--- src/hw/rtl/mlqs_pkg.sv ---
package mlqs_pkg;

    // Commands carried by a request.
    localparam logic [1:0] CMD_LOAD  = 2'd0;
    localparam logic [1:0] CMD_TICK  = 2'd1;
    localparam logic [1:0] CMD_CLEAR = 2'd2;

    // Result status codes.
    localparam logic [1:0] STAT_OK     = 2'd0;
    localparam logic [1:0] STAT_REJECT = 2'd1;
    localparam logic [1:0] STAT_IDLE   = 2'd2;
    localparam logic [1:0] STAT_RAN    = 2'd3;

    // Queue identifiers.
    localparam logic [1:0] Q_HIGH = 2'd0;
    localparam logic [1:0] Q_MED  = 2'd1;
    localparam logic [1:0] Q_LOW  = 2'd2;

    // Configuration register indexes.
    localparam logic [1:0] CFG_RR_QUANTUM  = 2'd0;
    localparam logic [1:0] CFG_PHASE_SLOTS = 2'd1;
    localparam logic [1:0] CFG_HIGH_MAX    = 2'd2;
    localparam logic [1:0] CFG_MED_MAX     = 2'd3;

    // One stored process.
    typedef struct packed {
        logic [7:0]  pid;
        logic [15:0] arrival;
        logic [7:0]  burst;
        logic [7:0]  prio;
    } t_entry;

endpackage

--- src/hw/rtl/multilevel_queue_scheduler.sv ---
// Channel    | Direction | Signals                                        | Handshake
// request    | in        | i_command, i_pid, i_arrival, i_burst,          | i_start high while
//            |           | i_priority_req                                 | o_busy is low
// result     | out       | o_status, o_run_pid, o_queue_id, o_work_left   | o_done, one cycle
// config     | in        | i_cfg_idx, i_cfg_wdata                         | i_cfg_we, no wait
//
// Clear, rejected loads, zero-burst loads, idle ticks and unused commands
// give their result in the cycle after the request is taken.
// A stored load walks from the tail of its queue towards the head, moving the k entries
// with a larger key up by one place (k is at most QUEUE_DEPTH - 1), and writes the new
// entry where the walk stops: at the head, or behind an entry whose key is no larger.
// A tick updates the served entry and, when a finished process leaves its queue, moves
// the m entries behind it down one place; the store has one read and one write port.
// Reset is synchronous and active low; queue contents need no clearing since
// only entries below each fill count are ever read. o_done lasts one cycle and
// the receiver cannot stall it; o_busy is low again in that same cycle.
module multilevel_queue_scheduler #(
    parameter int QUEUE_DEPTH = 8
) (
    input  logic        i_clk,
    input  logic        i_rst_n,
    input  logic        i_start,
    output logic        o_busy,
    input  logic [1:0]  i_command,
    input  logic [7:0]  i_pid,
    input  logic [15:0] i_arrival,
    input  logic [7:0]  i_burst,
    input  logic [7:0]  i_priority_req,
    input  logic        i_cfg_we,
    input  logic [1:0]  i_cfg_idx,
    input  logic [7:0]  i_cfg_wdata,
    output logic        o_done,
    output logic [1:0]  o_status,
    output logic [7:0]  o_run_pid,
    output logic [1:0]  o_queue_id,
    output logic        o_work_left
);

    localparam int AW = (QUEUE_DEPTH > 1) ? $clog2(QUEUE_DEPTH) : 1;
    localparam int CW = $clog2(QUEUE_DEPTH + 1);
    localparam int MW = AW + 2;

    typedef enum logic [3:0] {
        S_IDLE,
        S_INS_RD,
        S_INS_CMP,
        S_INS_WR,
        S_TICK_RD,
        S_TICK_EVAL,
        S_REM_RD,
        S_REM_WR,
        S_TICK_UPD
    } t_state;

    // The service order runs high, medium, low and wraps round.
    function automatic logic [1:0] next_q(input logic [1:0] q);
        logic [1:0] n;
        case (q)
            mlqs_pkg::Q_HIGH: n = mlqs_pkg::Q_MED;
            mlqs_pkg::Q_MED:  n = mlqs_pkg::Q_LOW;
            default:          n = mlqs_pkg::Q_HIGH;
        endcase
        return n;
    endfunction

    function automatic logic [CW-1:0] cnt_by(input logic [1:0] q, input logic [CW-1:0] hi,
                                             input logic [CW-1:0] md,
                                             input logic [CW-1:0] lo);
        logic [CW-1:0] c;
        case (q)
            mlqs_pkg::Q_HIGH: c = hi;
            mlqs_pkg::Q_MED:  c = md;
            default:          c = lo;
        endcase
        return c;
    endfunction

    // The medium queue is ordered by priority, the others by arrival time.
    function automatic logic [15:0] key_of(input logic [1:0] q, input mlqs_pkg::t_entry e);
        logic [15:0] k;
        if (q == mlqs_pkg::Q_MED) begin
            k = {8'd0, e.prio};
        end else begin
            k = e.arrival;
        end
        return k;
    endfunction

    // Configuration registers.
    logic [3:0] r_rr_quantum;
    logic [5:0] r_phase_slots;
    logic [7:0] r_high_max;
    logic [7:0] r_med_max;

    // Sequencer and scheduling state.
    t_state           r_state, n_state;
    logic [CW-1:0]    r_cnt_hi, n_cnt_hi;
    logic [CW-1:0]    r_cnt_md, n_cnt_md;
    logic [CW-1:0]    r_cnt_lo, n_cnt_lo;
    logic [AW-1:0]    r_rr_pos, n_rr_pos;
    logic [3:0]       r_qu_used, n_qu_used;
    logic [1:0]       r_phase, n_phase;
    logic [5:0]       r_slots_used, n_slots_used;
    logic             r_running, n_running;
    logic [1:0]       r_q, n_q;
    logic [AW-1:0]    r_idx, n_idx;
    mlqs_pkg::t_entry r_entry, n_entry;
    logic             r_removed, n_removed;

    // Result registers.
    logic       r_done, n_done;
    logic [1:0] r_status, n_status;
    logic [7:0] r_out_pid, n_out_pid;
    logic [1:0] r_qid, n_qid;
    logic       r_work_left, n_work_left;

    // Store port.
    logic             mem_we;
    logic [MW-1:0]    mem_waddr;
    mlqs_pkg::t_entry mem_wdata;
    logic [MW-1:0]    mem_raddr;
    mlqs_pkg::t_entry mem_rdata;

    // Working values.
    logic [1:0]    in_q;
    logic [CW-1:0] cnt_in;
    logic [CW-1:0] cnt_q;
    logic          any_now;
    logic [1:0]    sel_p1;
    logic [1:0]    sel_p2;
    logic [1:0]    sel_p;
    logic [AW-1:0] tick_idx;
    logic [7:0]    burst_dec;
    logic [CW-1:0] cnt_new_q;
    logic [CW-1:0] hi_after;
    logic [CW-1:0] md_after;
    logic [CW-1:0] lo_after;
    logic          work_after;
    logic [3:0]    qu_inc;
    logic [5:0]    slots_inc;
    logic [CW-1:0] rr_next;

    mlqs_store #(
        .QUEUE_DEPTH(QUEUE_DEPTH)
    ) u_store (
        .i_clk  (i_clk),
        .i_we   (mem_we),
        .i_waddr(mem_waddr),
        .i_wdata(mem_wdata),
        .i_raddr(mem_raddr),
        .o_rdata(mem_rdata)
    );

    // Band classification of an incoming process. Priority zero always falls
    // into the low queue.
    always_comb begin
        if ((i_priority_req != 8'd0) && (i_priority_req <= r_high_max)) begin
            in_q = mlqs_pkg::Q_HIGH;
        end else if ((i_priority_req > r_high_max) && (i_priority_req <= r_med_max)) begin
            in_q = mlqs_pkg::Q_MED;
        end else begin
            in_q = mlqs_pkg::Q_LOW;
        end
    end

    assign cnt_in  = cnt_by(in_q, r_cnt_hi, r_cnt_md, r_cnt_lo);
    assign cnt_q   = cnt_by(r_q, r_cnt_hi, r_cnt_md, r_cnt_lo);
    assign any_now = (r_cnt_hi != '0) || (r_cnt_md != '0) || (r_cnt_lo != '0);

    // A tick serves the first non-empty queue from the current phase onwards.
    assign sel_p1 = next_q(r_phase);
    assign sel_p2 = next_q(sel_p1);
    always_comb begin
        if (cnt_by(r_phase, r_cnt_hi, r_cnt_md, r_cnt_lo) != '0) begin
            sel_p = r_phase;
        end else if (cnt_by(sel_p1, r_cnt_hi, r_cnt_md, r_cnt_lo) != '0) begin
            sel_p = sel_p1;
        end else begin
            sel_p = sel_p2;
        end
    end

    // The round-robin pointer wraps if the queue has shrunk under it.
    always_comb begin
        if (sel_p == mlqs_pkg::Q_HIGH) begin
            tick_idx = (CW'(r_rr_pos) >= r_cnt_hi) ? '0 : r_rr_pos;
        end else begin
            tick_idx = '0;
        end
    end

    assign burst_dec = mem_rdata.burst - 8'd1;

    // End-of-tick bookkeeping, valid in S_TICK_UPD where r_q is the served queue.
    assign cnt_new_q = cnt_q - CW'(r_removed);
    assign hi_after  = (r_q == mlqs_pkg::Q_HIGH) ? cnt_new_q : r_cnt_hi;
    assign md_after  = (r_q == mlqs_pkg::Q_MED)  ? cnt_new_q : r_cnt_md;
    assign lo_after  = (r_q == mlqs_pkg::Q_LOW)  ? cnt_new_q : r_cnt_lo;
    assign work_after = (hi_after != '0) || (md_after != '0) || (lo_after != '0);
    assign qu_inc    = r_qu_used + 4'd1;
    assign slots_inc = r_slots_used + 6'd1;

    always_comb begin
        if (r_removed) begin
            rr_next = CW'(r_rr_pos);
        end else if (qu_inc >= r_rr_quantum) begin
            rr_next = CW'(r_rr_pos) + CW'(1);
        end else begin
            rr_next = CW'(r_rr_pos);
        end
        if (rr_next >= cnt_new_q) begin
            rr_next = '0;
        end
    end

    // Sequencer.
    always_comb begin
        n_state      = r_state;
        n_cnt_hi     = r_cnt_hi;
        n_cnt_md     = r_cnt_md;
        n_cnt_lo     = r_cnt_lo;
        n_rr_pos     = r_rr_pos;
        n_qu_used    = r_qu_used;
        n_phase      = r_phase;
        n_slots_used = r_slots_used;
        n_running    = r_running;
        n_q          = r_q;
        n_idx        = r_idx;
        n_entry      = r_entry;
        n_removed    = r_removed;
        n_done       = 1'b0;
        n_status     = r_status;
        n_out_pid    = r_out_pid;
        n_qid        = r_qid;
        n_work_left  = r_work_left;
        mem_we       = 1'b0;
        mem_waddr    = {r_q, r_idx};
        mem_wdata    = r_entry;
        mem_raddr    = {r_q, r_idx};

        case (r_state)
            S_IDLE: begin
                if (i_start) begin
                    case (i_command)
                        mlqs_pkg::CMD_LOAD: begin
                            if (r_running || (cnt_in >= CW'(QUEUE_DEPTH))) begin
                                n_done      = 1'b1;
                                n_status    = mlqs_pkg::STAT_REJECT;
                                n_out_pid   = 8'd0;
                                n_qid       = in_q;
                                n_work_left = any_now;
                            end else if (i_burst == 8'd0) begin
                                // Nothing to run, so nothing is stored.
                                n_done      = 1'b1;
                                n_status    = mlqs_pkg::STAT_OK;
                                n_out_pid   = 8'd0;
                                n_qid       = in_q;
                                n_work_left = any_now;
                            end else begin
                                n_entry = '{pid: i_pid, arrival: i_arrival,
                                            burst: i_burst, prio: i_priority_req};
                                n_q     = in_q;
                                n_idx   = cnt_in[AW-1:0];
                                n_state = (cnt_in == '0) ? S_INS_WR : S_INS_RD;
                            end
                        end
                        mlqs_pkg::CMD_TICK: begin
                            if (!any_now) begin
                                n_rr_pos     = '0;
                                n_qu_used    = 4'd0;
                                n_phase      = mlqs_pkg::Q_HIGH;
                                n_slots_used = 6'd0;
                                n_running    = 1'b0;
                                n_done       = 1'b1;
                                n_status     = mlqs_pkg::STAT_IDLE;
                                n_out_pid    = 8'd0;
                                n_qid        = mlqs_pkg::Q_HIGH;
                                n_work_left  = 1'b0;
                            end else begin
                                n_running = 1'b1;
                                n_phase   = sel_p;
                                if (sel_p != r_phase) begin
                                    n_slots_used = 6'd0;
                                end
                                if (sel_p == mlqs_pkg::Q_HIGH) begin
                                    n_rr_pos = tick_idx;
                                end
                                n_q     = sel_p;
                                n_idx   = tick_idx;
                                n_state = S_TICK_RD;
                            end
                        end
                        mlqs_pkg::CMD_CLEAR: begin
                            n_cnt_hi     = '0;
                            n_cnt_md     = '0;
                            n_cnt_lo     = '0;
                            n_rr_pos     = '0;
                            n_qu_used    = 4'd0;
                            n_phase      = mlqs_pkg::Q_HIGH;
                            n_slots_used = 6'd0;
                            n_running    = 1'b0;
                            n_done       = 1'b1;
                            n_status     = mlqs_pkg::STAT_OK;
                            n_out_pid    = 8'd0;
                            n_qid        = mlqs_pkg::Q_HIGH;
                            n_work_left  = 1'b0;
                        end
                        default: begin
                            n_done      = 1'b1;
                            n_status    = mlqs_pkg::STAT_REJECT;
                            n_out_pid   = 8'd0;
                            n_qid       = mlqs_pkg::Q_HIGH;
                            n_work_left = any_now;
                        end
                    endcase
                end
            end

            S_INS_RD: begin
                mem_raddr = {r_q, AW'(r_idx - AW'(1))};
                n_state   = S_INS_CMP;
            end

            S_INS_CMP: begin
                mem_we = 1'b1;
                if (key_of(r_q, mem_rdata) > key_of(r_q, r_entry)) begin
                    // Larger key moves up one place; keep walking down.
                    mem_wdata = mem_rdata;
                    n_idx     = r_idx - AW'(1);
                    n_state   = (r_idx == AW'(1)) ? S_INS_WR : S_INS_RD;
                end else begin
                    mem_wdata   = r_entry;
                    n_state     = S_IDLE;
                    n_done      = 1'b1;
                    n_status    = mlqs_pkg::STAT_OK;
                    n_out_pid   = 8'd0;
                    n_qid       = r_q;
                    n_work_left = 1'b1;
                    case (r_q)
                        mlqs_pkg::Q_HIGH: n_cnt_hi = r_cnt_hi + CW'(1);
                        mlqs_pkg::Q_MED:  n_cnt_md = r_cnt_md + CW'(1);
                        default:          n_cnt_lo = r_cnt_lo + CW'(1);
                    endcase
                end
            end

            S_INS_WR: begin
                mem_we      = 1'b1;
                mem_wdata   = r_entry;
                n_state     = S_IDLE;
                n_done      = 1'b1;
                n_status    = mlqs_pkg::STAT_OK;
                n_out_pid   = 8'd0;
                n_qid       = r_q;
                n_work_left = 1'b1;
                case (r_q)
                    mlqs_pkg::Q_HIGH: n_cnt_hi = r_cnt_hi + CW'(1);
                    mlqs_pkg::Q_MED:  n_cnt_md = r_cnt_md + CW'(1);
                    default:          n_cnt_lo = r_cnt_lo + CW'(1);
                endcase
            end

            S_TICK_RD: begin
                n_state = S_TICK_EVAL;
            end

            S_TICK_EVAL: begin
                n_entry = mem_rdata;
                if (burst_dec != 8'd0) begin
                    mem_we          = 1'b1;
                    mem_wdata       = mem_rdata;
                    mem_wdata.burst = burst_dec;
                    n_removed       = 1'b0;
                    n_state         = S_TICK_UPD;
                end else begin
                    // The process has finished: close the gap behind it.
                    n_removed = 1'b1;
                    n_state   = ((CW'(r_idx) + CW'(1)) < cnt_q) ? S_REM_RD : S_TICK_UPD;
                end
            end

            S_REM_RD: begin
                mem_raddr = {r_q, AW'(r_idx + AW'(1))};
                n_state   = S_REM_WR;
            end

            S_REM_WR: begin
                mem_we    = 1'b1;
                mem_wdata = mem_rdata;
                n_idx     = r_idx + AW'(1);
                n_state   = ((CW'(r_idx) + CW'(2)) < cnt_q) ? S_REM_RD : S_TICK_UPD;
            end

            S_TICK_UPD: begin
                n_cnt_hi = hi_after;
                n_cnt_md = md_after;
                n_cnt_lo = lo_after;
                if (r_q == mlqs_pkg::Q_HIGH) begin
                    n_rr_pos  = rr_next[AW-1:0];
                    n_qu_used = (r_removed || (qu_inc >= r_rr_quantum)) ? 4'd0 : qu_inc;
                end
                if ((slots_inc >= r_phase_slots) || (cnt_new_q == '0)) begin
                    n_phase      = next_q(r_q);
                    n_slots_used = 6'd0;
                end else begin
                    n_slots_used = slots_inc;
                end
                if (!work_after) begin
                    n_rr_pos     = '0;
                    n_qu_used    = 4'd0;
                    n_phase      = mlqs_pkg::Q_HIGH;
                    n_slots_used = 6'd0;
                    n_running    = 1'b0;
                end
                n_state     = S_IDLE;
                n_done      = 1'b1;
                n_status    = mlqs_pkg::STAT_RAN;
                n_out_pid   = r_entry.pid;
                n_qid       = r_q;
                n_work_left = work_after;
            end

            default: begin
                n_state = S_IDLE;
            end
        endcase
    end

    always_ff @(posedge i_clk) begin
        if (!i_rst_n) begin
            r_state      <= S_IDLE;
            r_cnt_hi     <= '0;
            r_cnt_md     <= '0;
            r_cnt_lo     <= '0;
            r_rr_pos     <= '0;
            r_qu_used    <= 4'd0;
            r_phase      <= mlqs_pkg::Q_HIGH;
            r_slots_used <= 6'd0;
            r_running    <= 1'b0;
            r_done       <= 1'b0;
        end else begin
            r_state      <= n_state;
            r_cnt_hi     <= n_cnt_hi;
            r_cnt_md     <= n_cnt_md;
            r_cnt_lo     <= n_cnt_lo;
            r_rr_pos     <= n_rr_pos;
            r_qu_used    <= n_qu_used;
            r_phase      <= n_phase;
            r_slots_used <= n_slots_used;
            r_running    <= n_running;
            r_done       <= n_done;
        end
        r_q         <= n_q;
        r_idx       <= n_idx;
        r_entry     <= n_entry;
        r_removed   <= n_removed;
        r_status    <= n_status;
        r_out_pid   <= n_out_pid;
        r_qid       <= n_qid;
        r_work_left <= n_work_left;
    end

    // Configuration writes keep only the bits each register holds.
    always_ff @(posedge i_clk) begin
        if (!i_rst_n) begin
            r_rr_quantum  <= 4'd4;
            r_phase_slots <= 6'd10;
            r_high_max    <= 8'd5;
            r_med_max     <= 8'd10;
        end else if (i_cfg_we) begin
            case (i_cfg_idx)
                mlqs_pkg::CFG_RR_QUANTUM:  r_rr_quantum  <= i_cfg_wdata[3:0];
                mlqs_pkg::CFG_PHASE_SLOTS: r_phase_slots <= i_cfg_wdata[5:0];
                mlqs_pkg::CFG_HIGH_MAX:    r_high_max    <= i_cfg_wdata;
                mlqs_pkg::CFG_MED_MAX:     r_med_max     <= i_cfg_wdata;
                default: begin
                end
            endcase
        end
    end

    assign o_busy      = (r_state != S_IDLE);
    assign o_done      = r_done;
    assign o_status    = r_status;
    assign o_run_pid   = r_out_pid;
    assign o_queue_id  = r_qid;
    assign o_work_left = r_work_left;

endmodule

--- src/hw/rtl/mlqs_store.sv ---
// Process store for all three queues: one write port, one read port with
// registered read data. The queue number forms the upper address bits.
module mlqs_store #(
    parameter int QUEUE_DEPTH = 8,
    localparam int AW = (QUEUE_DEPTH > 1) ? $clog2(QUEUE_DEPTH) : 1,
    localparam int MW = AW + 2
) (
    input  logic                i_clk,
    input  logic                i_we,
    input  logic [MW-1:0]       i_waddr,
    input  mlqs_pkg::t_entry    i_wdata,
    input  logic [MW-1:0]       i_raddr,
    output mlqs_pkg::t_entry    o_rdata
);

    localparam int WORDS = 2 ** MW;

    mlqs_pkg::t_entry r_mem [WORDS];
    mlqs_pkg::t_entry r_rdata;

    always_ff @(posedge i_clk) begin
        if (i_we) begin
            r_mem[i_waddr] <= i_wdata;
        end
    end

    always_ff @(posedge i_clk) begin
        r_rdata <= r_mem[i_raddr];
    end

    assign o_rdata = r_rdata;

endmodule

--- config.mk ---
export PLATFORM = sky130hd
export DESIGN_NAME = multilevel_queue_scheduler
export DESIGN_NICKNAME = d
export VERILOG_FILES = /design/src/hw/rtl/mlqs_pkg.sv /design/src/hw/rtl/multilevel_queue_scheduler.sv /design/src/hw/rtl/mlqs_store.sv
export SDC_FILE = /design/constraint.sdc
export NUM_CORES = 2
export LEC_CHECK = 0
export BUFFER_PORTS_ARGS = -buffer_cell sky130_fd_sc_hd__buf_2
export CAP_MARGIN = 10
export CORE_UTILIZATION = 46
export DETAILED_ROUTE_END_ITERATION = 10
export GPL_TIMING_DRIVEN = 0
export SLEW_MARGIN = 20
export SYNTH_ARGS = -nofsm -noshare
export SYNTH_HDL_FRONTEND = slang
export SYNTH_SLANG_ARGS = --single-unit
export TNS_END_PERCENT = 1
--- constraint.sdc ---
create_clock -name i_clk -period 6.7 [get_ports i_clk]
set_input_delay 1.34 -clock i_clk [delete_from_list [all_inputs] [get_ports i_clk]]
set_output_delay 1.34 -clock i_clk [all_outputs]
set_load 0.01 [all_outputs]
==> impl_metrics.yaml <==
status:
  status: "completed"
power:
  finalPower_mw: 23.5
  pwr-share-seq: 0.450
  p_int_mw: 17.0
  p_sw_mw: 6.50
  cellLeakagePower_nw: 21.9
  sw_frac_of_total: 0.276
  ir_drop_mv: 0.285
  comb_power_share: 0.202
  powerDensity_mw_per_mm2: 353
  clkPwrFrac: 0.348
worst_setup_path:
  r2r_slack_ns: 0.23
  reg2reg_from: "r_q[1]"
  crit_path_cell_trace: "buf_6 > nor2b_1 > clkbuf_1 > buf_1 > mux2i_1 > ha_1 > a21o_1 > a21o_1 > a21oi_1 > o22ai_1 > a2111oi_4 > nand2b_1 > a22oi_1 > buf_2 > mux2_1"
  cp_slowest_cell: "mux2_1"
  worst_ep_required_time_ns: 7.06
  crit_arrival_ns: 6.83
  crit_path_end_kind: "flip-flop"
  crit_type: "flip-flop to flip-flop"
  start_kind: "flip-flop"
  critical_path.max_fanout: 32
  worstRegToRegCells: 15
  slowest_delay_ns: 1.02
  cpMostUsedCell: "a21o_1"
  r2r-end: "u_store.r_mem[20][1]"
global_routing:
  grt_pass1_wl_um: 225000
  grt_overflow: 0
  grt_max_degree: 33
  grtUsageTotal: 0.250
  grt_antenna_before_repair: 5
  grt_pass1_vias: 31800
synthesis:
  yosysSeqAreaShare: 0.736
  syn_nets: 3193
  avgSynthCellArea_um2: 18.7
  ys_types: 77
  synth_top_cell_by_area: "edfxtp_1"
  synth_edf_count: 1339
  ys_ff_latch: 1438
  synthTopCellsByArea: "edfxtp_1 (70%), mux4_2 (13%), dfxtp_1 (3.5%), a22oi_1 (2.2%), ha_1 (1.7%)"
  synth-warning-count: 0
  synth_commonest_cells: "edfxtp_1 (1339), mux4_2 (320), nand2_1 (245)"
  yosysMostFrequentCell: "edfxtp_1"
  netlist.area_leader.share: 0.701
  synthCells: 3060
  synthArstFlopShare: 0
  syn_area_mm2: 0.0573
  synth_flop_cell: "edfxtp_1"
cells_and_area:
  drive_gt1_frac: 0.251
  fillCellCount: 9660
  fin_util: 0.540
  synthToLayoutAreaGrowth_pct: 16.4
  nNetsFinal: 3561
die:
  core_mm2: 0.124
  dieHeight_um: 355
  pin_count: 71
  die_w_um: 355
  num_rows: 129
  die_area_mm2: 0.126
  start_util: 0.464
clock_tree:
  hold_buffers: 0
  htreeDepth: 4
  cts_root_buf: "clkbuf_16"
  clock_latency_ns: 0.76
  cts_setup_buffers: 0
  clock-sinks: 1438
  numCtsBuffers: 146
  cts_resized: 0
  path_clk_slew_ns: 0.06
  cts_buffer_depth: 3
  cts_tree: "built"
min_path:
  hold_path_end: "r_high_max[6]"
  holdCritStartpoint: "r_high_max[6]"
  hold_path_class: "flip-flop to flip-flop"
  hold_depth: 2
placement:
  routabilityCongestion: 0.919
  hpwl_um: 106000
  io_buffers: 67
timing:
  tns_ns: 0
  fin_crit_ns: 6.47
  finClkSkew_ns: 0.0460
  finalCritPeriodShare: 0.965
  slew-limit-headroom: 0.204
  setup_violations: 0
  max_freq_mhz: 155
  hold_violations: 0
  whs_ns: 0.464
  rsz0062_at_grt: "false"
  final_max_slew_viol_count: 0
  tightest_slew_ns: 1.19
detailed_routing:
  drt-initial-drc-count: 3737
  drtAntennaViolNets: 0
  wl_um: 157000
  drc_errors: 0
  routedWlPerCell_um: 30.2
  via_count: 31700
  vias_per_cell: 6.12
  firstDrtPassIters: 5
run:
  maxCapViolCount: 0
registers in the layout, indices dropped and copies added, names as in the netlist, 6 cells and up:
signal	cells
o_run_pid	8
r_entry	40
r_high_max	8
r_med_max	8
r_phase_slots	6
r_slots_used	6
u_store.o_rdata	40
u_store.r_mem	1280
layer usage:
metal  routed length [um]  track usage  vias up
met5                   15            0        -
met4                 4060       0.0705        2
met3                13200       0.0486      238
met2                75000        0.399     1481
met1                64400        0.352    16800
li1                     -            -    13200
power by group through the flow:
stage	registers (mW)	clock network [mW]	logic, mW
6_report	10.6	8.20	4.76
2_1_floorplan	10.7	0	3.09
3_3_place_gp	10.8	0	4.55
3_5_place_dp	10.8	0	4.76
5_1_grt	10.6	8.65	5.06
4_1_cts	10.6	8.31	4.78
layout make-up:
cell class | instances | area, um^2 | area share
clock inverters | 81 | 898 | 0.0135
flip-flops and latches | 1438 | 42200 | 0.632
multi-input cells | 1395 | 14500 | 0.218
plain buffers | 162 | 713 | 0.0107
repair buffers | 220 | 2210 | 0.0332
diodes | 3 | 7.51 | 0.000112
clock buffers | 186 | 3880 | 0.0582
inverters | 65 | 244 | 0.00366
well taps | 1637 | 2050 | 0.0307
worst max-delay path, delay by kind of cell (launching register included):
kind	cells	cell delay, ns
compound gates	6	1.65
fa+ha+maj	1	0.26
mux	2	1.28
flops	1	0.41
buf+inv	4	1.89
simple gates	2	0.55
worst max path at each step:
| stage | startpoint | endpoint | slack [ns] | cells past startpoint |
|---|---|---|---|---|
| 3_5_place_dp | r_q[1] | u_store.r_mem[6][5] | 0.30 | 15 |
| 3_3_place_gp | r_q[1] | o_run_pid[2] | -3.13 | 13 |
| 6_report | r_q[1] | u_store.r_mem[20][1] | 0.23 | 15 |
| 4_1_cts | r_q[1] | u_store.r_mem[20][5] | 0.29 | 15 |
| 5_1_grt | r_q[1] | u_store.r_mem[21][39] | 0.007 | 15 |
| 2_1_floorplan | r_q[1] | o_run_pid[0] | 1.39 | 13 |
metrics by stage:
stage | setup WS (ns) | instance area (um^2) | instances
3_3_place_gp | -3.13 | 59700 | 4764
2_1_floorplan | 1.39 | 57300 | 3060
3_5_place_dp | 0.305 | 61900 | 4916
5_1_grt | 0.00716 | 66700 | 5184
4_1_cts | 0.292 | 66700 | 5183
6_report | 0.232 | 66700 | 5187
cell families after synthesis:
| kind of cell | count (synthesis) | share of synthesized area |
|---|---|---|
| XOR/XNOR | 16 | 0.00244 |
| multiplexers | 374 | 0.136 |
| flip-flops | 1438 | 0.736 |
| adder cells (fa/ha/maj) | 77 | 0.0168 |
| AO/OA/AOI/OAI | 397 | 0.0484 |
| AND/OR/NAND/NOR | 531 | 0.0435 |
| buffers and inverters | 227 | 0.0166 |
placed cells by master, fill, tap and decap left out, drive strengths merged, types with 5 or more instances in the layout:
cell type     n
nor4          9
inv          75
o221ai        9
clkinv       54
nor3         32
mux4        320
ha           77
or3           6
nor2b        19
edfxtp     1339
mux2         36
o21ai        60
a2111oi       5
or2           9
nand2b       12
clkbuf      290
a22oi       168
nand3        20
o211ai       12
nor3b         5
xnor2        13
mux2i        18
o22ai        16
a31oi         6
a211oi       11
nand2       245
a21o         12
bufinv       17
buf         278
a21oi        58
nand4        51
and3          7
nor2         83
and2         22
dfxtp        99
(Power assumes the default switching activity.)
